==> src/hdl/i2cms_pkg.sv <==
// Shared types and constants for the I2C master transfer sequencer.
package i2cms_pkg;
  localparam int NumBuses = 3;
  localparam int BufferBytes = 256;
  localparam int BusW = 2;
  localparam int PosW = 9;
  localparam int BufAw = $clog2(NumBuses * BufferBytes);
  localparam logic [7:0] ReadBit = 8'h01;

  typedef enum logic [3:0] {
    PH_IDLE, PH_W_START, PH_W_ADDR, PH_W_DATA, PH_W_STOP,
    PH_R_START, PH_R_ADDR, PH_R_DATA, PH_R_NACK, PH_R_ACK, PH_R_STOP,
    PH_RR_START, PH_RR_ADDR, PH_RR_WRITE, PH_RR_RESTART
  } phase_t;

  typedef enum logic [2:0] {
    OP_LOAD, OP_WRITE, OP_REG_WRITE, OP_READ, OP_REG_READ, OP_EVENT, OP_NOP6, OP_NOP7
  } opcode_t;

  typedef enum logic [1:0] {K_STATUS, K_ACTION, K_RX, K_DONE} kind_t;

  typedef enum logic [2:0] {
    A_NONE, A_START, A_TX, A_RCEN, A_ACK, A_NACK, A_STOP, A_RESTART
  } action_t;

  typedef enum logic [1:0] {ST_OK, ST_BUSY, ST_INVALID, ST_RSVD} status_t;

  typedef enum logic [2:0] {S_IDLE, S_READ, S_EXEC, S_OUT0, S_OUT1} ctl_state_t;

  typedef struct packed {
    logic capture;
    logic buf_read;
    logic exec;
    logic emit0;
    logic emit1;
  } ctl_cmd_t;

  typedef struct packed {
    logic two_results;
    logic no_result;
    logic out_busy;
  } ctl_stat_t;

  typedef struct packed {
    logic [1:0] result_kind;
    logic [1:0] status;
    logic [1:0] bus_id;
    logic [2:0] bus_action;
    logic [7:0] transmit_byte;
    logic [7:0] rx_data;
    logic [7:0] rx_index;
    logic       done_is_read;
    logic [6:0] done_address;
    logic [7:0] done_register;
    logic [8:0] done_length;
    logic       last_of_run;
  } result_t;
endpackage

==> src/hdl/i2cms_ctrl.sv <==
// Controller state machine that steps one item through read, execute and output.
module i2cms_ctrl
  import i2cms_pkg::*;
(
  input  logic      clk,
  input  logic      rst,
  input  logic      in_valid,
  output logic      in_ready,
  input  ctl_stat_t stat,
  output ctl_cmd_t  cmd
);
  ctl_state_t state, state_next;

  always_ff @(posedge clk) begin
    if (rst) state <= S_IDLE;
    else state <= state_next;
  end

  always_comb begin
    state_next = state;
    unique case (state)
      S_IDLE: if (in_valid) state_next = S_READ;
      S_READ: state_next = S_EXEC;
      S_EXEC: state_next = stat.no_result ? S_IDLE : S_OUT0;
      S_OUT0: if (!stat.out_busy) state_next = stat.two_results ? S_OUT1 : S_IDLE;
      S_OUT1: if (!stat.out_busy) state_next = S_IDLE;
      default: state_next = S_IDLE;
    endcase
  end

  always_comb begin
    cmd = '0;
    in_ready = 1'b0;
    unique case (state)
      S_IDLE: begin
        in_ready = 1'b1;
        cmd.capture = in_valid;
      end
      S_READ: cmd.buf_read = 1'b1;
      S_EXEC: cmd.exec = 1'b1;
      S_OUT0: cmd.emit0 = !stat.out_busy;
      S_OUT1: cmd.emit1 = !stat.out_busy;
      default: ;
    endcase
  end
endmodule

==> config.mk <==
export PLATFORM = sky130hd
export DESIGN_NAME = i2cms_ctrl
export DESIGN_NICKNAME = d
export VERILOG_FILES = /design/src/hdl/i2cms_pkg.sv /design/src/hdl/i2cms_ctrl.sv
export SDC_FILE = /design/constraint.sdc
export NUM_CORES = 1
export LEC_CHECK = 0
export BUFFER_PORTS_ARGS = -buffer_cell sky130_fd_sc_hd__buf_2
export CORE_AREA = 10 10 47 49
export DETAILED_ROUTE_END_ITERATION = 12
export DIE_AREA = 0 0 57 59
export PLACE_DENSITY = 0.33
export SKIP_CTS_REPAIR_TIMING = 1
export SYNTH_ARGS = -nofsm -noshare
export SYNTH_HDL_FRONTEND = slang
export SYNTH_SLANG_ARGS = --single-unit
==> constraint.sdc <==
create_clock -name clk -period 2 [get_ports clk]
set_input_delay 0 -clock clk [delete_from_list [all_inputs] [get_ports clk]]
set_output_delay 0 -clock clk [all_outputs]
set_load 0.01 [all_outputs]
### Word-level counts from Yosys, hierarchy flattened

Index checks and enable logic that the tools add are counted.

* latch bits: 0
* memory bits (read-only): 0
* memory bits (writable): 0
* register bits: 3
* memories: 0
* logic and storage cells: 23

* bitwise logic cells: 0
* $mul: 0
* multiplexer cells: 12
* add/subtract/negate cells: 0
* divide/modulo/power cells: 0
* reduce and logical (&&, ||, !) cells: 3
* shift-type cells: 0
* equal/unequal tests: 7
* order comparisons: 0

Operator list (count)
* case mux 3 bit (5 select lines): 1
* two-way mux 3 bit: 4
* equality test 3 x 2 -> 1 bit, second input constant: 2
* two-way mux 1 bit: 6
* != test 2 bit, second input constant: 3
* equality test 3 x 1 -> 1 bit, second input constant: 1
* equality test 3 bit, second input constant: 1
* zero test 3 bit: 1
* AND reduction 3 bit: 1
* two-way mux 2 bit: 1
* zero test 1 bit: 1

### Depth between registers and ports, before layout

Gate-level depths: netlist of run 1.

* word-level depth: 3
* mapped depth: 4
* gate-level depth less buffers: 3

### Worst setup path before layout of run 1

OpenSTA, ideal clock, no wires.

* path type: register to output
* start point: register state[0]
* end point: output cmd[4] in the netlist's numbering
* path slack: 0.997 ns
* required time: 2.000 ns
* data arrival time: 1.003 ns
* cell stages (with the launch flop): 4
* buffers on the path: 1
* path through: dfxtp_1 > buf_2 > nor3_1 > and2_1

RTL lines
* start, declared: line i2cms_ctrl.sv:12 `ctl_state_t state, state_next;`
* start signal, assigned: line i2cms_ctrl.sv:16 `else state <= state_next;`
* end, declared: line i2cms_ctrl.sv:10 `output ctl_cmd_t cmd`

==> results by group, run 1 <==
Detailed routing
  – Routed WL per cell: 11.9 um
  – Number of remaining DRC errors: 0
  – Via count: 242
  – Vias per cell: 4.48
  – Initial DRC count: 6
  – WL final: 643 um
  – Number of routed nets with antenna violations: 0
  – First-pass DRT Iterations: 2

Global route
  – Met3 Usage GRT: 1.29%
  – Met2 Use GR: 7.29%
  – Most Crowded Layer GR: met2
  – GR Overflow Total: 0
  – First-pass GRT wire length: 1060 um
  – Global routing usage on met1: around 2.9%
  – Vias in the first global route: 245
  – Antenna violations before repair: 0
  – Largest net degree at the start of global routing: 11
  – GRT Overall Usage: around 4.3%

Logic synthesis
  – Library cells used by synthesis: 16
  – Syn Nets: 31
  – Synthesis Warnings: 0
  – Post-synthesis area per instance: 8.26 um^2
  – Simple-Gate Fraction of Synth Area: 45.5%
  – Mapped Area: 206 um^2
  – Mux cell area share after synthesis: 0%
  – Synth Area in XOR/XNOR: 0%
  – Mapped Cells: 25
  – Adder-cell share of the synthesized area: 0%
  – Largest family of logic cells by synthesized area: simple AND/OR/NAND/NOR gates
  – Flops & latches, synth: 3
  – Seq/Total Area, Yosys: 29.1%
  – Synth Area in Compound Gates: 15.2%

Clocking
  – Clk sinks: 3
  – Clock slew at reported path FFs: around 0.040 ns
  – CTS tree: yes
  – Total CTS buffers: 3
  – Root buf cell: clkbuf_4
  – CTS max path bufs: 2
  – Clock latency on the worst-skew pair: around 0.23 ns
  – H-tree depth: 1

Die
  – IO Count: 12
  – DIE HEIGHT: about 59 um
  – Die area: 0.00336 mm^2
  – Row cnt: 14
  – Initial Util: between 10% and 20%
  – Die W: around 57 um
  – Core region area: 0.00140 mm^2

Outcome
  – Status: finished with violations
  – Violated checks: negative hold slack

Hold path
  – Worst Hold Depth: 3
  – Worst Hold Path EP: state[2]
  – HP Class: in2reg
  – Hold Startpoint: stat[2]

Placement
  – # port buffers: 11
  – Post-DP HPWL: 514 um
  – Post-Place Cells: 49
  – Final GP Congestion: 0.750

Pwr
  – Pwr Density: 793 mW/mm^2
  – Comb pwr share: 21.6%
  – Leakage: 0.133 nW
  – VDD IR max: 173 uV
  – Switching power: 69.3 uW
  – Sw Share: 29.5%
  – Seq pwr share: 32.6%
  – Clock power frac: 45.9%
  – Int Pwr: 166 uW

Timing
  – RSZ-0062 raised after global routing: no
  – Worst-margin pin slew: roughly 0.29 ns
  – Max Fclk: between 0.8 and 0.9 GHz
  – Slew Viols, Final: 0
  – Min Tclk post-route: ~1.2 ns
  – Worst hold margin: -0.00518 ns
  – Hold Fails Final Rpt: 1
  – Rel. slew slack: 80.4%
  – Final TNS setup: 0 ns
  – Period utilization: between 50% and 60%
  – Final setup violating endpoints: 0
  – Clk_skew: 0.0000569 ns

Critical path
  – Worst-path fanout max: 10
  – Required @ worst endpoint: 2.00 ns
  – Reg2reg path depth: 3
  – Crit. End Element: output port
  – Crit-path slowest cell: dfxtp_1
  – Worst path top cell family by delay: simple AND/OR/NAND/NOR gates
  – R2R setup slack: around 0.92 ns
  – Buf/Inv on CP: 1
  – Critical Path Source Type: flop
  – Setup CP Type: reg2out
  – Worst path cell trace: nor3_1 -> and2_1 -> buf_2
  – Max incr delay on CP: 0.38 ns
  – R2r startpoint: state[2]
  – CP arrival: 1.16 ns
  – Worst flop-to-flop path endpoint: state[0]

Layout
  – ANT cells: 0
  – Post-layout util: 21.2%
  – Largest regs: state (3)
  – Most frequent cells in the layout: 11 x buf_2, 4 x nor3_1, 3 x clkbuf_4, 3 x dfxtp_1
  – Area grow syn2layout: 43.6%
  – Leading cell type in the layout, fill and taps excluded: buf_2
  – Layout Cells excl Fill: 54
  – Nets: 45
  – Number of flip-flops under the largest register name: 3
  – Most flops, register: state
  – Layout cells sized above 1: 36.8%

Job
  – Max cap viols: 0
[kinds of logic (layout without fill, tap and decap cells)]
kind of cell	count (synthesis)	in the layout
compound gates	4	4
buf+inv	3	16
simple gates	15	15
flops	3	3
[cell usage after synthesis (all sizes together)]
| master | number | share of area [%] |
|---|---|---|
| nor3 | 4 | 9.7 |
| buf | 3 | 10 |
| dfxtp | 3 | 29 |
| nand2b | 2 | 6.1 |
| nor2 | 2 | 3.6 |
| nor3b | 2 | 7.3 |
| a211oi | 1 | 3.6 |
| a311oi | 1 | 4.2 |
| a32oi | 1 | 4.2 |
| and2 | 1 | 3.0 |
| and4b | 1 | 4.8 |
| and4bb | 1 | 6.1 |
| nand2 | 1 | 1.8 |
| nor2b | 1 | 3.0 |
| o22ai | 1 | 3.0 |
[how the worst max path moves through the flow]
stage	from	endpoint	cells after the start
floorplan	state[0]	cmd[4]	3
global placement	state[0]	state[0]	3
detailed placement	state[2]	state[0]	3
CTS	state[0]	cmd[4]	3
global route	state[2]	cmd[0]	3
finish	state[0]	cmd[4]	3
[power by group through the flow]
stage | combinational (mW) | clock (mW) | sequential (mW)
6_report | 0.0507 | 0.108 | 0.0766
3_3_place_gp | 0.0508 | 0 | 0.0770
2_1_floorplan | 0.0399 | 0 | 0.0667
4_1_cts | 0.0501 | 0.113 | 0.0763
3_5_place_dp | 0.0501 | 0 | 0.0773
5_1_grt | 0.0566 | 0.115 | 0.0788
[stage by stage]
stage / instance area (um^2) / worst slack [ns] / power [mW]
finish: 297 / 0.844 / 0.235
CTS: 287 / 0.837 / 0.240
detailed placement: 260 / 0.927 / 0.127
global route: 297 / 0.703 / 0.250
global placement: 260 / 0.911 / 0.128
floorplan: 206 / 0.997 / 0.107
[metal layers]
| metal | vias to the layer above | routed length (um) |
|---|---|---|
| met3 | 4 | 32 |
| met5 | - | 0 |
| met2 | 8 | 328 |
| li1 | 120 | - |
| met1 | 110 | 243 |
| met4 | 0 | 38 |
[worst register-to-register path: stages (launching register included)]
cell and delay [ns]:
dfxtp_1 0.47, nand2b_1 0.16, a211oi_1 0.26, a311oi_1 0.07
[cell type report]
cell class / count / area, um^2
well taps: 16 / 20.0
fillers: 174 / 1100
clock buffers: 4 / 26.3
multi-input cells: 19 / 125
repair buffers: 12 / 65.1
flip-flops and latches: 3 / 60.1
No activity file was read; power rests on OpenSTA's default activity.
==> run 2: changes to the inputs <==
- ABC_AREA: not set -> 1
- PLACE_DENSITY: 0.33 -> 0.35
- clock period: 2 -> 1.2 ns (I/O delays scaled with it)
==> run 2 against run 1 <==
Against the previous run:
- the run now ends clean
- design area is 17% higher
- area after synthesis grew 12%
- worst setup slack worse by 0.70 ns
- power rose by 140%
- routed wire length fell by 5.4%
- non-clock buffer count did not move
- die area did not move
- sequential power is 98% higher
- cell count increased by 31%
- critical path depth unchanged
- largest cell class unchanged
- largest power group is now combinational logic
==> results by group, run 2 <==
Critical path
  – Crit. End Element: output port (unchanged)
  – Critical Path Source Type: flop (unchanged)
  – CP arrival: 1.06 ns (was 1.16 ns)
  – Worst-path fanout max: 6 (was 10)
  – Required @ worst endpoint: 1.20 ns (was 2.00 ns)
  – Setup CP Type: reg2out (unchanged)

Layout
  – Largest regs: state (3) (unchanged)
  – Number of flip-flops under the largest register name: 3 (unchanged)
  – Nets: 62 (was 45)
  – Most frequent cells in the layout: 11 x buf_2, 7 x inv_1, 6 x nand3_1 (was 11 x buf_2, 4 x nor3_1, 3 x clkbuf_4, 3 x dfxtp_1)
  – Leading cell type in the layout, fill and taps excluded: buf_2 (unchanged)
  – Most flops, register: state (unchanged)
  – Layout cells sized above 1: 45.5% (was 36.8%)
  – Layout Cells excl Fill: 71 (was 54)
  – ANT cells: 0 (unchanged)
  – Area grow syn2layout: 50.3% (was 43.6%)

Logic synthesis
  – Most instantiated cells after synthesis: 7 x inv_1, 6 x nand3_1, 5 x nand2_2, 5 x nor2_1, 4 x nand2_1 (was 4 x nor3_1, 3 x dfxtp_1)
  – Flops & latches, synth: 3 (unchanged)
  – Syn Nets: 45 (was 31)
  – Post-synthesis area per instance: 5.94 um^2 (was 8.26 um^2)
  – Top_reg_cell synth: dfxtp_1 (unchanged)
  – Synthesis Warnings: 0 (unchanged)
  – Seq/Total Area, Yosys: 25.9% (was 29.1%)
  – Synth area leaders: dfxtp_1 26%, nand2_2 14%, nand3_1 13% (was dfxtp_1 29%, nor3_1 9.7%, nor3b_1 7.3%)
  – Mapped Area: 231 um^2 (was 206 um^2)
  – Library cells used by synthesis: 12 (was 16)
  – Mapped Cells: 39 (was 25)
  – Post-synth top area share: 25.9% (was 29.1%)
  – Area leader, netlist: dfxtp_1 (unchanged)
  – Top-count cell post-synth: inv_1 (was nor3_1)
  – Post-synth EDFFs: 0 (unchanged)
  – Async S/R FF share, synth: 0% (unchanged)

Clocking
  – CTS tree: yes (unchanged)
  – Total CTS buffers: 3 (unchanged)
  – Clk sinks: 3 (unchanged)
  – Root buf cell: clkbuf_4 (unchanged)
  – CTS max path bufs: 2 (unchanged)
  – Clock slew at reported path FFs: 0.03 ns (was 0.04 ns)
  – H-tree depth: 1 (unchanged)
  – Clock latency on the worst-skew pair: 0.23 ns (about the same)

Timing
  – Max Fclk: 0.944 GHz
  – Rel. slew slack: 82.7% (was 80.4%)
  – Worst-margin pin slew: 0.260 ns (was 0.294 ns)
  – Period utilization: 88.3%
  – Final TNS setup: 0 ns (unchanged)
  – Clk_skew: 0.000241 ns (was 0.0000569 ns)
  – Hold Fails Final Rpt: 0 (was 1)
  – Min Tclk post-route: 1.06 ns
  – RSZ-0062 raised after global routing: no (unchanged)
  – Final setup violating endpoints: 0 (unchanged)
  – Slew Viols, Final: 0 (unchanged)

Detailed routing
  – Initial DRC count: 0 (was 6)
  – Number of routed nets with antenna violations: 0 (unchanged)
  – Number of remaining DRC errors: 0 (unchanged)
  – Vias per cell: 3.68 (was 4.48)
  – WL final: 608 um (was 643 um)
  – Routed WL per cell: 8.56 um (was 11.9 um)
  – Via count: 261 (was 242)
  – First-pass DRT Iterations: 1 (was 2)

Global route
  – Largest net degree at the start of global routing: 7 (was 11)
  – GR Overflow Total: 0 (unchanged)
  – Antenna violations before repair: 0 (unchanged)
  – First-pass GRT wire length: 917 um (was 1060 um)
  – GRT Overall Usage: 3.46% (was 4.27%)
  – Vias in the first global route: 255 (was 245)

Die
  – Die area: 0.00336 mm^2 (unchanged)
  – Die W: 57 um (unchanged)
  – Core region area: 0.00140 mm^2 (unchanged)
  – Row cnt: 14 (unchanged)
  – Initial Util: 16.5% (was 14.7%)
  – IO Count: 12 (unchanged)
  – DIE HEIGHT: 59 um (unchanged)

Placement
  – Post-Place Cells: 66 (was 49)
  – # port buffers: 11 (unchanged)
  – Post-DP HPWL: 527 um (was 514 um)
  – Final GP Congestion: 0.732 (was 0.750)

Pwr
  – Pwr Density: 1590 mW/mm^2 (was 793 mW/mm^2)
  – Leakage: 0.205 nW (was 0.133 nW)
  – VDD IR max: 547 uV (was 173 uV)

Job
  – Max cap viols: 0 (unchanged)

Hold path
  – HP Class: in2reg (unchanged)

Outcome
  – Status: complete, no violations (was finished with violations)
-- run 2: cell count changes after synthesis, moves of 3 or more --
cell	change
inv_2	+3
nor2_1	+3
nand3_1	+6
nand2_1	+3
inv_1	+7
nand2_2	+5
nor3_1	-3
-- run 2: through the flow --
stage / setup WS, ns / hold slack [ns] / instance area, um^2 / util, % / power, mW
2_1_floorplan: 0.190 / 0.0475 / 231 / - / 0.300
3_3_place_gp: 0.116 / 0.175 / 307 / 21.9 / 0.382
3_5_place_dp: 0.134 / 0.177 / 307 / 21.9 / 0.376
4_1_cts: 0.0894 / -0.0687 / 333 / 23.8 / 0.557
5_1_grt: 0.0359 / 0.104 / 348 / 24.8 / 0.606
6_report: 0.140 / 0.0881 / 348 / 24.8 / 0.555
-- run 2: kinds of logic (layout without fill, tap and decap cells) --
group           count (synthesis)  after routing  share of synthesized area [%]
flops                           3              3                           25.9
buf+inv                        10             26                           16.2
simple gates                   25             25                           55.7
compound gates                  1              1                           2.16
-- run 2: path summary, 6_finish.rpt --
kind | startpoint | endpoint | slack [ns] | cells past startpoint
setup / recovery | state[0] | cmd[1] | 0.14 | 3
hold / removal | stat[0] | state[2] | 0.09 | 3
hold reg to reg | state[2] | state[2] | 0.52 | 2
setup reg to reg | state[0] | state[0] | 0.14 | 7
-- run 2: worst max-delay path, stage by stage (launching register included) --
cell and delay [ns]:
dfxtp_1 0.45, nand3_2 0.15, nor2_1 0.10, buf_2 0.13
-- run 2: cell type report --
class	instances	area, um^2
Fill cell	175	1050
Timing Repair Buffer	12	65.1
Multi-Input combinational cell	26	139
Clock buffer	4	26.3
Tap cell	16	20.0
Inverter	10	37.5
Sequential cell	3	60.1
-- run 2: report_power, final --
part | total [mW] | switching (mW) | internal [mW]
Combinational | 0.231 | 0.136 | 0.0948
Clock | 0.171 | 0.0471 | 0.124
Sequential | 0.152 | 0.0338 | 0.118
-- run 2: routing by layer --
layer,share of wire [%],vias up,wire (um),GRT usage (%)
met3,10,0,61,2.36
met1,41,105,250,3.09
li1,-,150,-,-
met2,49,6,295,5.27
met4,0,0,0,3.02
met5,0,-,0,0
==> run 3: changes to the inputs <==
- CELL_PAD_IN_SITES_DETAIL_PLACEMENT: not set -> 1
- CELL_PAD_IN_SITES_GLOBAL_PLACEMENT: not set -> 2
- PLACE_DENSITY: 0.35 -> 0.64
==> run 3 against run 2 <==
Against the previous run:
- register-to-register slack barely moved
- design area fell by 1.4%
- critical path type unchanged
- combinational power barely moved
- maximum frequency fell by 2.9%
- sequential share of layout area rose by 0.25 points
- via count rose by 7.7%
- global-route usage rose by 0.86 points
- worst setup slack got worse by 0.031 ns
- sequential power fell by 4%
==> results by group, run 3 (synthesis gave the netlist of run 2 again) <==
Outcome
  – Status: complete, no violations (unchanged)

Timing
  – RSZ-0062 raised after global routing: no (unchanged)
  – Hold Fails Final Rpt: 0 (unchanged)
  – Rel. slew slack: 85.6% (was 82.7%)
  – Final TNS setup: 0 ns (unchanged)
  – Worst-margin pin slew: 0.216 ns (was 0.260 ns)
  – Period utilization: 90.9% (was 88.3%)
  – Final setup violating endpoints: 0 (unchanged)
  – Min Tclk post-route: 1.09 ns (was 1.06 ns)
  – Max Fclk: 0.917 GHz (was 0.944 GHz)
  – Slew Viols, Final: 0 (unchanged)
  – Clk_skew: 0.00178 ns (was 0.000241 ns)

Layout
  – Fillers: 197 (was 175)
  – Leading cell type in the layout, fill and taps excluded: buf_2 (unchanged)
  – ANT cells: 0 (unchanged)
  – Nets: 62 (unchanged)
  – Layout cells sized above 1: 45.5% (unchanged)
  – Number of flip-flops under the largest register name: 3 (unchanged)
  – Most flops, register: state (unchanged)
  – Most frequent cells in the layout: 11 x buf_2, 7 x inv_1, 6 x nand3_1 (unchanged)
  – Largest regs: state (3) (unchanged)
  – Post-layout instance area: 343 um^2 (was 348 um^2)
  – Layout Cells excl Fill: 71 (unchanged)
  – Area grow syn2layout: 48.1% (was 50.3%)

Clocking
  – CTS tree: yes (unchanged)
  – CTS max path bufs: 2 (unchanged)
  – H-tree depth: 1 (unchanged)
  – Clk sinks: 3 (unchanged)
  – Clock latency on the worst-skew pair: 0.23 ns (about the same)
  – Root buf cell: clkbuf_4 (unchanged)
  – Clock slew at reported path FFs: 0.04 ns (was 0.03 ns)
  – Total CTS buffers: 3 (unchanged)

Die
  – Die W: 57 um (unchanged)
  – Initial Util: 16.5% (unchanged)
  – IO Count: 12 (unchanged)
  – Die area: 0.00336 mm^2 (unchanged)
  – Row cnt: 14 (unchanged)
  – Core region area: 0.00140 mm^2 (unchanged)
  – DIE HEIGHT: 59 um (unchanged)

Pwr
  – Leakage: 0.204 nW (was 0.205 nW)
  – Comb pwr share: 41.7% (about the same)
  – Pwr Density: 1590 mW/mm^2 (about the same)
  – Clock power frac: 31.6% (was 30.9%)
  – Switching power: 214 uW (was 217 uW)
  – Seq pwr share: 26.7% (was 27.4%)
  – Sw Share: 39.2% (about the same)
  – Int Pwr: 332 uW (was 338 uW)
  – VDD IR max: 604 uV (was 547 uV)

Placement
  – Final GP Congestion: 0.742 (was 0.732)
  – Post-DP HPWL: 580 um (was 527 um)
  – # port buffers: 11 (unchanged)
  – Post-Place Cells: 66 (unchanged)
  – Area post-placement: 307 um^2 (unchanged)

Detailed routing
  – Number of routed nets with antenna violations: 0 (unchanged)
  – Number of remaining DRC errors: 0 (unchanged)
  – Routed WL per cell: 9.45 um (was 8.56 um)
  – Vias per cell: 3.96 (was 3.68)
  – First-pass DRT Iterations: 2 (was 1)
  – Initial DRC count: 1 (was 0)
  – WL final: 671 um (was 608 um)
  – Via count: 281 (was 261)

Critical path
  – Required @ worst endpoint: 1.20 ns (about the same)
  – Critical Path Source Type: flop (unchanged)
  – CP arrival: 1.09 ns (was 1.06 ns)
  – R2R setup slack: 0.14 ns (about the same)
  – Worst-path fanout max: 6 (unchanged)
  – Crit. End Element: output port (unchanged)
  – Setup CP Type: reg2out (unchanged)

Job
  – Max cap viols: 0 (unchanged)

Global route
  – GR Overflow Total: 0 (unchanged)
  – Antenna violations before repair: 0 (unchanged)
  – Vias in the first global route: 302 (was 255)
  – GRT Overall Usage: 4.32% (was 3.46%)
  – First-pass GRT wire length: 1160 um (was 917 um)
  – Largest net degree at the start of global routing: 7 (unchanged)

Hold path
  – HP Class: in2reg (unchanged)
==> run 3: stage by stage <==
step	setup slack (ns)	util [%]	total power, mW	hold slack [ns]
finish	0.109	24.5	0.547	0.101
detailed placement	0.134	21.9	0.379	0.184
floorplan	0.190	-	0.300	0.0475
CTS	0.0875	23.8	0.563	-0.0640
global route	0.0181	24.5	0.613	0.105
global placement	0.114	21.9	0.380	0.172
==> run 3: area by class of cell <==
cell class / instances / area (um^2) / share of cell area [%]
inverter: 10 / 37.5 / 10.9
multi-input combinational: 26 / 134 / 39.1
sequential: 3 / 60.1 / 17.5
clock buffer: 4 / 26.3 / 7.66
tap: 16 / 20.0 / 5.84
timing repair buffer: 12 / 65.1 / 19.0
==> run 3: routing by layer <==
metal  up-vias  part of all wire, %  track usage [%]
li1        151                    -                -
met1       123                   39             3.79
met2         7                   54             7.44
met3         0                  6.9             2.36
met4         0                    0             3.02
met5         -                    0                0
==> run 3: power by group through the flow <==
stage                     Clock [mW]  Sequential, mW  Combinational, mW
after detailed placement           0           0.148              0.231
final                          0.173           0.146              0.228
after floorplan                    0           0.144              0.156
after CTS                      0.182           0.146              0.234
after global routing           0.197           0.151              0.264
after global placement             0           0.150              0.231
==> run 3: worst paths after layout <==
| check | startpoint | to | cells past startpoint |
|---|---|---|---|
| max reg2reg | state[0] | state[0] | 8 |
| min | stat[0] | state[2] | 3 |
| max | state[0] | cmd[4] | 4 |
| min reg2reg | state[2] | state[2] | 2 |
==> run 3: critical path, cell delays in order (launching register included) <==
cell and delay [ns]:
dfxtp_1 0.35, nor2_2 0.19, nand2_2 0.09, nor2_1 0.09, buf_2 0.13
